--- config.mk ---
export PLATFORM = sky130hd
export DESIGN_NAME = rotary_encoder_bounded_counter
export DESIGN_NICKNAME = d
export VERILOG_FILES = /design/src/rtl/rebc_pkg.sv /design/src/rtl/rebc_core.sv /design/src/rtl/rotary_encoder_bounded_counter.sv
export SDC_FILE = /design/constraint.sdc
export NUM_CORES = 1
export LEC_CHECK = 0
export BUFFER_PORTS_ARGS = -buffer_cell sky130_fd_sc_hd__buf_4
export CORE_AREA = 5 5 157 159
export DETAILED_ROUTE_END_ITERATION = 8
export DIE_AREA = 0 0 162 164
export PLACE_DENSITY_LB_ADDON = 0.1
export REMOVE_ABC_BUFFERS = 1
export SLEW_MARGIN = 15
export SYNTH_ARGS = -nofsm -noshare
export SYNTH_HDL_FRONTEND = slang
export SYNTH_SLANG_ARGS = --single-unit
--- constraint.sdc ---
create_clock -name clk -period 5.5 [get_ports clk]
set_input_delay 0.55 -clock clk [delete_from_list [all_inputs] [get_ports clk]]
set_output_delay 0.55 -clock clk [all_outputs]
set_load 0.01 [all_outputs]
--- src/rtl/rebc_pkg.sv ---
// ----------------------------------------------------------------------------
// rebc_pkg
// Shared types and codes for the rotary encoder bounded counter.
// ----------------------------------------------------------------------------
package rebc_pkg;

  // operation codes carried by an input word
  typedef enum logic [1:0] {
    OP_SAMPLE = 2'd0,
    OP_READ   = 2'd1,
    OP_LOAD   = 2'd2,
    OP_NONE   = 2'd3
  } opcode_t;

  // configuration register indexes
  localparam logic [2:0] CFG_STEP_SIZE     = 3'd0;
  localparam logic [2:0] CFG_MIN_LIMIT     = 3'd1;
  localparam logic [2:0] CFG_MAX_LIMIT     = 3'd2;
  localparam logic [2:0] CFG_WRAP_MODE     = 3'd3;
  localparam logic [2:0] CFG_BUTTON_ENABLE = 3'd4;

  localparam int CfgIndexWidth = 3;
  localparam int CfgDataWidth  = 16;

  // input word
  typedef struct packed {
    opcode_t            opcode;
    logic               clk_level;
    logic               dt_level;
    logic               sw_level;
    logic signed [15:0] load_value;
  } item_t;

  // result word
  typedef struct packed {
    logic signed [15:0] count;
    logic               moved_cw;
    logic               moved_ccw;
    logic               pressed;
    logic               released;
  } result_t;

  // configuration set
  typedef struct packed {
    logic        [14:0] step_size;
    logic signed [15:0] min_limit;
    logic signed [15:0] max_limit;
    logic               wrap_mode;
    logic               button_enable;
  } cfg_t;

endpackage

--- src/rtl/rebc_core.sv ---
// ----------------------------------------------------------------------------
// rebc_core
// Encoder state and the per-word update: edge detect, bounded step, switch
// flags, load and read-and-clear.
// ----------------------------------------------------------------------------
module rebc_core #(
  parameter int COUNT_WIDTH = 16
) (
  input  logic             clk,
  input  logic             rst,
  input  logic             advance,
  input  rebc_pkg::item_t  item,
  input  rebc_pkg::cfg_t   cfg,
  output rebc_pkg::result_t result
);
  import rebc_pkg::*;

  localparam int SumWidth = ((COUNT_WIDTH > 16) ? COUNT_WIDTH : 16) + 2;

  // state registers
  logic                   primed,       primed_next;
  logic                   prev_clk,     prev_clk_next;
  logic                   prev_sw,      prev_sw_next;
  logic [COUNT_WIDTH-1:0] counter,      counter_next;
  logic                   cw_flag,      cw_flag_next;
  logic                   ccw_flag,     ccw_flag_next;
  logic                   press_flag,   press_flag_next;
  logic                   release_flag, release_flag_next;

  logic signed [SumWidth-1:0] cnt_x, step_x, min_x, max_x, load_x;
  logic signed [SumWidth-1:0] sum_up, sum_dn, moved, cnt_out_x;
  logic                       rising, sw_change;
  logic                       press_mid, release_mid;

  // widen operands so the sum cannot overflow
  assign cnt_x  = {{(SumWidth-COUNT_WIDTH){counter[COUNT_WIDTH-1]}}, counter};
  assign step_x = {{(SumWidth-15){1'b0}}, cfg.step_size};
  assign min_x  = {{(SumWidth-16){cfg.min_limit[15]}}, cfg.min_limit};
  assign max_x  = {{(SumWidth-16){cfg.max_limit[15]}}, cfg.max_limit};
  assign load_x = {{(SumWidth-16){item.load_value[15]}}, item.load_value};
  assign sum_up = cnt_x + step_x;
  assign sum_dn = cnt_x - step_x;

  // one-sided limit test in the direction of travel
  always_comb begin
    if (!item.dt_level) begin
      if (sum_up > max_x) moved = cfg.wrap_mode ? min_x : max_x;
      else                moved = sum_up;
    end else begin
      if (sum_dn < min_x) moved = cfg.wrap_mode ? max_x : min_x;
      else                moved = sum_dn;
    end
  end

  assign rising    = item.clk_level && !prev_clk;
  assign sw_change = item.sw_level != prev_sw;

  // next state
  always_comb begin
    primed_next   = primed;
    prev_clk_next = prev_clk;
    prev_sw_next  = prev_sw;
    counter_next  = counter;
    cw_flag_next  = cw_flag;
    ccw_flag_next = ccw_flag;
    press_mid     = press_flag;
    release_mid   = release_flag;
    case (item.opcode)
      OP_SAMPLE: begin
        cw_flag_next  = 1'b0;
        ccw_flag_next = 1'b0;
        prev_clk_next = item.clk_level;
        if (!primed) begin
          primed_next  = 1'b1;
          prev_sw_next = item.sw_level;
        end else begin
          if (rising) begin
            counter_next  = moved[COUNT_WIDTH-1:0];
            cw_flag_next  = !item.dt_level;
            ccw_flag_next = item.dt_level;
          end
          if (cfg.button_enable) begin
            prev_sw_next = item.sw_level;
            if (sw_change) begin
              press_mid   = prev_sw;
              release_mid = !prev_sw;
            end
          end
        end
      end
      OP_LOAD: begin
        counter_next = load_x[COUNT_WIDTH-1:0];
      end
      default: begin
      end
    endcase
    press_flag_next   = (item.opcode == OP_READ) ? 1'b0 : press_mid;
    release_flag_next = (item.opcode == OP_READ) ? 1'b0 : release_mid;
  end

  // result word, flags reported before the read clears them
  assign cnt_out_x = {{(SumWidth-COUNT_WIDTH){counter_next[COUNT_WIDTH-1]}}, counter_next};
  always_comb begin
    result.count     = cnt_out_x[15:0];
    result.moved_cw  = cw_flag_next;
    result.moved_ccw = ccw_flag_next;
    result.pressed   = press_mid;
    result.released  = release_mid;
  end

  // state update, one word per advance
  always_ff @(posedge clk) begin
    if (rst) begin
      primed       <= 1'b0;
      prev_clk     <= 1'b0;
      prev_sw      <= 1'b1;
      counter      <= '0;
      cw_flag      <= 1'b0;
      ccw_flag     <= 1'b0;
      press_flag   <= 1'b0;
      release_flag <= 1'b0;
    end else if (advance) begin
      primed       <= primed_next;
      prev_clk     <= prev_clk_next;
      prev_sw      <= prev_sw_next;
      counter      <= counter_next;
      cw_flag      <= cw_flag_next;
      ccw_flag     <= ccw_flag_next;
      press_flag   <= press_flag_next;
      release_flag <= release_flag_next;
    end
  end

  // checks
  a_dir_exclusive: assert property (@(posedge clk) disable iff (rst)
    !(cw_flag && ccw_flag))
    else $error("both direction flags set");

  a_sw_exclusive: assert property (@(posedge clk) disable iff (rst)
    !(press_flag && release_flag))
    else $error("press and release flags both set");

  a_read_clears: assert property (@(posedge clk) disable iff (rst)
    advance && item.opcode == OP_READ |=> !press_flag && !release_flag)
    else $error("read did not clear switch flags");

  a_counter_holds: assert property (@(posedge clk) disable iff (rst)
    !advance |=> $stable(counter))
    else $error("counter changed without a word");

  a_unprimed_no_move: assert property (@(posedge clk) disable iff (rst)
    advance && !primed && item.opcode == OP_SAMPLE |=>
      $stable(counter) && !cw_flag && !ccw_flag)
    else $error("priming sample moved the counter");

endmodule

--- src/rtl/rotary_encoder_bounded_counter.sv ---
// Pipeline: a word accepted into the input register goes through the core into
// the result register, which raises out_valid; throughput is one word per cycle
// while out_stall does not hold the result. The rate is set by the counter
// update, which each word needs before the next one can use the counter.
// Reset (synchronous, active high) empties both pipeline registers and sets
// the encoder state and the configuration registers to their default values.
// ----------------------------------------------------------------------------
// rotary_encoder_bounded_counter
// Rotary encoder reader with a bounded, clamping or wrapping counter, fed
// with sample, read and load words through an input and a result register.
// ----------------------------------------------------------------------------
module rotary_encoder_bounded_counter #(
  parameter int COUNT_WIDTH = 16
) (
  input  logic                                clk,
  input  logic                                rst,
  // configuration write port
  input  logic                                cfg_wr_en,
  input  logic [rebc_pkg::CfgIndexWidth-1:0]  cfg_index,
  input  logic [rebc_pkg::CfgDataWidth-1:0]   cfg_data,
  // input channel
  input  logic                                in_valid,
  output logic                                in_stall,
  input  logic [1:0]                          opcode,
  input  logic                                clk_level,
  input  logic                                dt_level,
  input  logic                                sw_level,
  input  logic signed [15:0]                  load_value,
  // result channel
  output logic                                out_valid,
  input  logic                                out_stall,
  output logic signed [15:0]                  count,
  output logic                                moved_cw,
  output logic                                moved_ccw,
  output logic                                pressed,
  output logic                                released
);
  import rebc_pkg::*;

  cfg_t    cfg;
  item_t   in_item;
  logic    in_full;
  result_t core_res;
  result_t out_res;
  logic    advance;

  // configuration registers
  always_ff @(posedge clk) begin
    if (rst) begin
      cfg.step_size     <= '0;
      cfg.min_limit     <= '0;
      cfg.max_limit     <= '0;
      cfg.wrap_mode     <= 1'b0;
      cfg.button_enable <= 1'b1;
    end else if (cfg_wr_en) begin
      case (cfg_index)
        CFG_STEP_SIZE:     cfg.step_size     <= cfg_data[14:0];
        CFG_MIN_LIMIT:     cfg.min_limit     <= cfg_data;
        CFG_MAX_LIMIT:     cfg.max_limit     <= cfg_data;
        CFG_WRAP_MODE:     cfg.wrap_mode     <= cfg_data[0];
        CFG_BUTTON_ENABLE: cfg.button_enable <= cfg_data[0];
        default: begin
        end
      endcase
    end
  end

  // handshake: the input register moves on whenever the result register
  // is empty or being taken
  assign advance  = in_full && (!out_valid || !out_stall);
  assign in_stall = in_full && !advance;

  // input register
  always_ff @(posedge clk) begin
    if (rst) begin
      in_full <= 1'b0;
    end else if (!in_stall) begin
      in_full <= in_valid;
    end
  end

  always_ff @(posedge clk) begin
    if (in_valid && !in_stall) begin
      in_item.opcode     <= opcode_t'(opcode);
      in_item.clk_level  <= clk_level;
      in_item.dt_level   <= dt_level;
      in_item.sw_level   <= sw_level;
      in_item.load_value <= load_value;
    end
  end

  rebc_core #(
    .COUNT_WIDTH (COUNT_WIDTH)
  ) u_core (
    .clk     (clk),
    .rst     (rst),
    .advance (advance),
    .item    (in_item),
    .cfg     (cfg),
    .result  (core_res)
  );

  // result register
  always_ff @(posedge clk) begin
    if (rst) begin
      out_valid <= 1'b0;
    end else if (advance) begin
      out_valid <= 1'b1;
    end else if (!out_stall) begin
      out_valid <= 1'b0;
    end
  end

  always_ff @(posedge clk) begin
    if (advance) begin
      out_res <= core_res;
    end
  end

  assign count     = out_res.count;
  assign moved_cw  = out_res.moved_cw;
  assign moved_ccw = out_res.moved_ccw;
  assign pressed   = out_res.pressed;
  assign released  = out_res.released;

endmodule
Word level (Yosys, flattened, before mapping):

Index checks and enable logic that the tools add are counted.

* equal/unequal tests: 9
* magnitude comparators: 2
* mux-type cells: 28
* $add $sub $neg: 2
* reduce and logical (&&, ||, !) cells: 21

Operators by type and width (number)
* 2-to-1 mux 16 bit: 7
* one-hot mux 16 bit (2 select lines): 1
* 2-to-1 mux 1 bit: 20
* adder 16 x 16 -> 17 bit: 1
* > comparator 17 x 16 -> 1 bit: 1
* less-than comparator 17 x 16 -> 1 bit: 1
* subtractor 16 x 16 -> 17 bit: 1
* AND reduction 2 bit: 6
* logical NOT 1 bit: 7
* == test 3 x 2 -> 1 bit (second input constant): 2
* logical AND 1 bit: 4
* == test 3 x 1 -> 1 bit (second input constant): 1
* == test 3 bit (second input constant): 1
* logical NOT 3 bit: 1
* AND reduction 3 bit: 1
* == test 2 x 1 -> 1 bit (second input constant): 1
* == test 2 bit (second input constant): 1
* logical NOT 2 bit: 1
* inequality test 2 x 1 -> 1 bit (second input constant): 1
* inequality test 2 bit (second input constant): 1
* logical OR 1 bit: 1
* inequality test 1 bit: 1

* flip-flop bits (word level): 115
* word-level logic and storage cells: 87

Longest topological paths before layout:

* word-level depth: 7
* depth in mapped cells: 22
* depth with buffers taken out: 20

Hierarchy:

A second synthesis with hierarchy kept.

* cells, all modules: 938
* area total of the unflattened synthesis: 8191.6 µm²

Modules (own cells, without submodules)
* rebc_core: instances 1, area each 4850.9 µm², cells each 703
* rotary_encoder_bounded_counter: instances 1, area each 3340.7 µm², cells each 235

Least setup slack after synthesis:

No wires, ideal clock.

* kind: flip-flop to flip-flop
* start point: register u_core.counter[0]
* end point: register out_res, in the netlist count[11], data pin
* stages on the path, launching flop included: 19
* clock period less this slack: 4.180 ns
* path slack: 1.320 ns
* setup time: 0.270 ns
* data arrival time: 3.910 ns
* cells stage by stage: dfxtp_1 ha_1 inv_1 fa_1 o21ba_1 or4_4 nand2_1 xnor2_1 ha_1 a211oi_2 nor2_1 a2111o_1 a211o_1 buf_6 nand2_4 buf_12 mux2_1 a31oi_1 o21ai_1

RTL lines
* start: declaration: RTL line rebc_core.sv:24 `logic [COUNT_WIDTH-1:0] counter, counter_next;`
* start signal: assignment: RTL line rebc_core.sv:126 `counter <= counter_next;`
* end signal: assignment: RTL line rotary_encoder_bounded_counter.sv:116 `out_res <= core_res;`
* end: declaration: RTL line rotary_encoder_bounded_counter.sv:44 `result_t out_res;`

==> results.ini <==
[clock_tree]
clk_root_buffer_cell=clkbuf_16
post_cts_buffers=0
clock_latency_ns=0.42
clk_pin_slew_ns=0.06
post_cts_resized=0
tritoncts=yes
holdBufCountCts=0
htree_num_levels=4
clockBufferDepth=2
cts.sinks=115
numCtsBuffers=17

[critical_path]
reg2reg_depth=16
crit_arrival_ns=4.97
worst-path-buf-inv=1
critPathLaunchType=flip-flop
cp_slowest_cell=a211o_1
crit_fanout=12
critPathRequiredTime_ns=5.66
r2r-start=u_core.counter[0]
critPathMaxStageDelay_ns=0.48
crit_family=compound AO/OA/AOI/OAI gates
crit_path_end_kind=flip-flop
r2r_setup_slack_ns=0.69
crit_chain=ha_1, inv_1, fa_1, o21ba_1, or4_4, nand2_1, xnor2_1, ha_1, a211oi_2, nor2_1, a2111o_1, a211o_1, nand2_4, mux2_2, o21ai_0, nor2_1
timing.rr.end=count[10]
criticalPathCategory=flip-flop to flip-flop

[placement]
placed_area_um2=8620
hpwl_um=19200
io_buffer_count=66
gp_congestion=0.908
place_ws_ns=0.745
place_inst=1278

[floorplanning]
core.rowCount=56
die_area_um2=26600
fp.dieH_um=164
io_pins=67
die_w_um=162
core-area_um2=23100
initial_utilization_pct=34.4

[cells_and_area]
multi_input_area_um2=4740
antennaDiodeCount=0
final_cell_count_no_fill=1310
fin_util_pct=39.9
postLayoutCellArea_um2=9240
fill_cells=2371
syn_to_final_growth_pct=16.1
seq_area_um2=2710
drive_above_1_share_pct=13.4
nNetsFinal=1117

[synth]
ys_seq_area_share_pct=34.1
synth_area_per_cell_um2=8.22
synth_top_area_share_pct=18.6
yosys.area.top_type=dfxtp_1
yosysMostFrequentCell=nand2_1
synthArstFlopShare_pct=0
syn_area_um2=7960
yosysWarningCount=0
synth.distinct_cells=78
synth_edf_count=41
ys_top_cells_by_count=nand2_1 (134), a21oi_1 (131), dfxtp_1 (74)
synthTopCellsByArea=dfxtp_1 (19%), edfxtp_1 (15%), ha_1 (9.9%), a21oi_1 (8.2%), nand2_1 (6.3%)
synth_seq_cells=115
synthCells=968
synthFlopType=dfxtp_1

[drt]
ant_nets=0
wl_um=25600
viasPerCell=5.37
dr.pass1.iters=5
wire_per_inst_um=19.5
drtIter0Drc=469
via_count=7032
drc=0

[power_and_ir_drop]
total_power_mw=2.85
power_density_nw_per_um2=308
ir_drop_v=0.000187
power_leakage_nw=3.59

[flow_run]
max-cap-violations=0

[worst_hold_path]
hold_start=load_value[1]
whs_endpoint=in_item[1]
worstHoldPathType=input pin to flip-flop
holdPathStages=1

[timing]
slew_headroom_pct=27.2
clock-skew-final_ns=0.0107
hold_violations=0
whs_ns=0.302
final_max_slew_viol_count=0
finalSetupViolations=0
finalCritPeriodShare_pct=87.5
worst_pin_slew_ns=1.09
fin_ws_ns=0.688
post-route-min-period_ns=4.81
setup-tns-final_ns=0
rsz0062_at_grt=no
max_clock_freq_mhz=208

[global_route]
first_global_vias=6782
grt_max_degree=76
grt_pass1_wl_um=39700
track_usage_pct=19.5
grt.overflow.total=0
antenna_found_initial=0

[run_status]
status=complete, no violations

## where the power goes
part | switching (mW) | internal [mW] | leakage, nW
logic | 0.443 | 0.279 | 2.29
clock network | 0.458 | 0.725 | 0.305
registers | 0.0290 | 0.914 | 0.997
## flip-flops by register name, summed over array words and instances, names as in the netlist, 16 cells and up
| register | flops |
|---|---|
| cfg | 49 |
| count | 16 |
| in_item | 21 |
| u_core.counter | 16 |
## worst reg2reg max path, stage by stage (launching register included)
cell	delay, ns
dfxtp_1	0.40
ha_1	0.19
inv_1	0.06
fa_1	0.44
o21ba_1	0.22
or4_4	0.46
nand2_1	0.16
xnor2_1	0.17
ha_1	0.30
a211oi_2	0.20
nor2_1	0.08
a2111o_1	0.39
a211o_1	0.48
nand2_4	0.30
mux2_2	0.40
o21ai_0	0.25
nor2_1	0.07
## routing by layer
layer	GRT usage, %	part of all wire, %
met5	0	0
met4	5.69	2.4
met3	3.16	2.9
met2	34.0	50
met1	25.0	45
## logic make-up (layout without fill, tap and decap cells)
kind of cell	Yosys count	after routing	synth area share, %
AO/OA/AOI/OAI	304	304	24.3
XOR/XNOR	21	21	2.31
adder cells (fa/ha/maj)	65	65	10.4
buffers and inverters	122	174	6.40
flip-flops	115	115	34.1
multiplexers	36	36	4.72
AND/OR/NAND/NOR	305	305	17.7
## final cells by class
cell class / count / share of cell area [%]
clock inverter: 15 / 2.10
tap: 290 / 3.93
inverter: 70 / 2.85
sequential: 115 / 29.4
multi-input combinational: 731 / 51.3
clock buffer: 17 / 4.61
timing repair buffer: 72 / 5.85
## cell usage in the layout, fill, tap and decap left out, types with 16 or more instances in the layout
cell,synthesis,layout
o21ai_0,47,47
edfxtp_1,41,41
dfxtp_1,74,73
mux2i_1,27,27
nand2_1,134,134
ha_1,63,63
buf_4,1,72
a31oi_1,25,25
a21oi_1,131,131
inv_1,68,68
xnor2_1,16,16
nor2_1,71,71
clkbuf_16,0,17
## how the worst max path moves through the flow
stage	from	endpoint	slack (ns)	cells after the start
floorplan	u_core.counter[0]	count[12]	1.30	16
global placement	u_core.counter[0]	count[10]	0.75	16
detailed placement	u_core.counter[0]	count[14]	0.74	17
CTS	u_core.counter[0]	count[10]	0.72	16
global route	u_core.counter[0]	count[10]	0.37	17
finish	u_core.counter[0]	count[10]	0.69	16
Note: power is estimated with default switching activity, not from simulation.
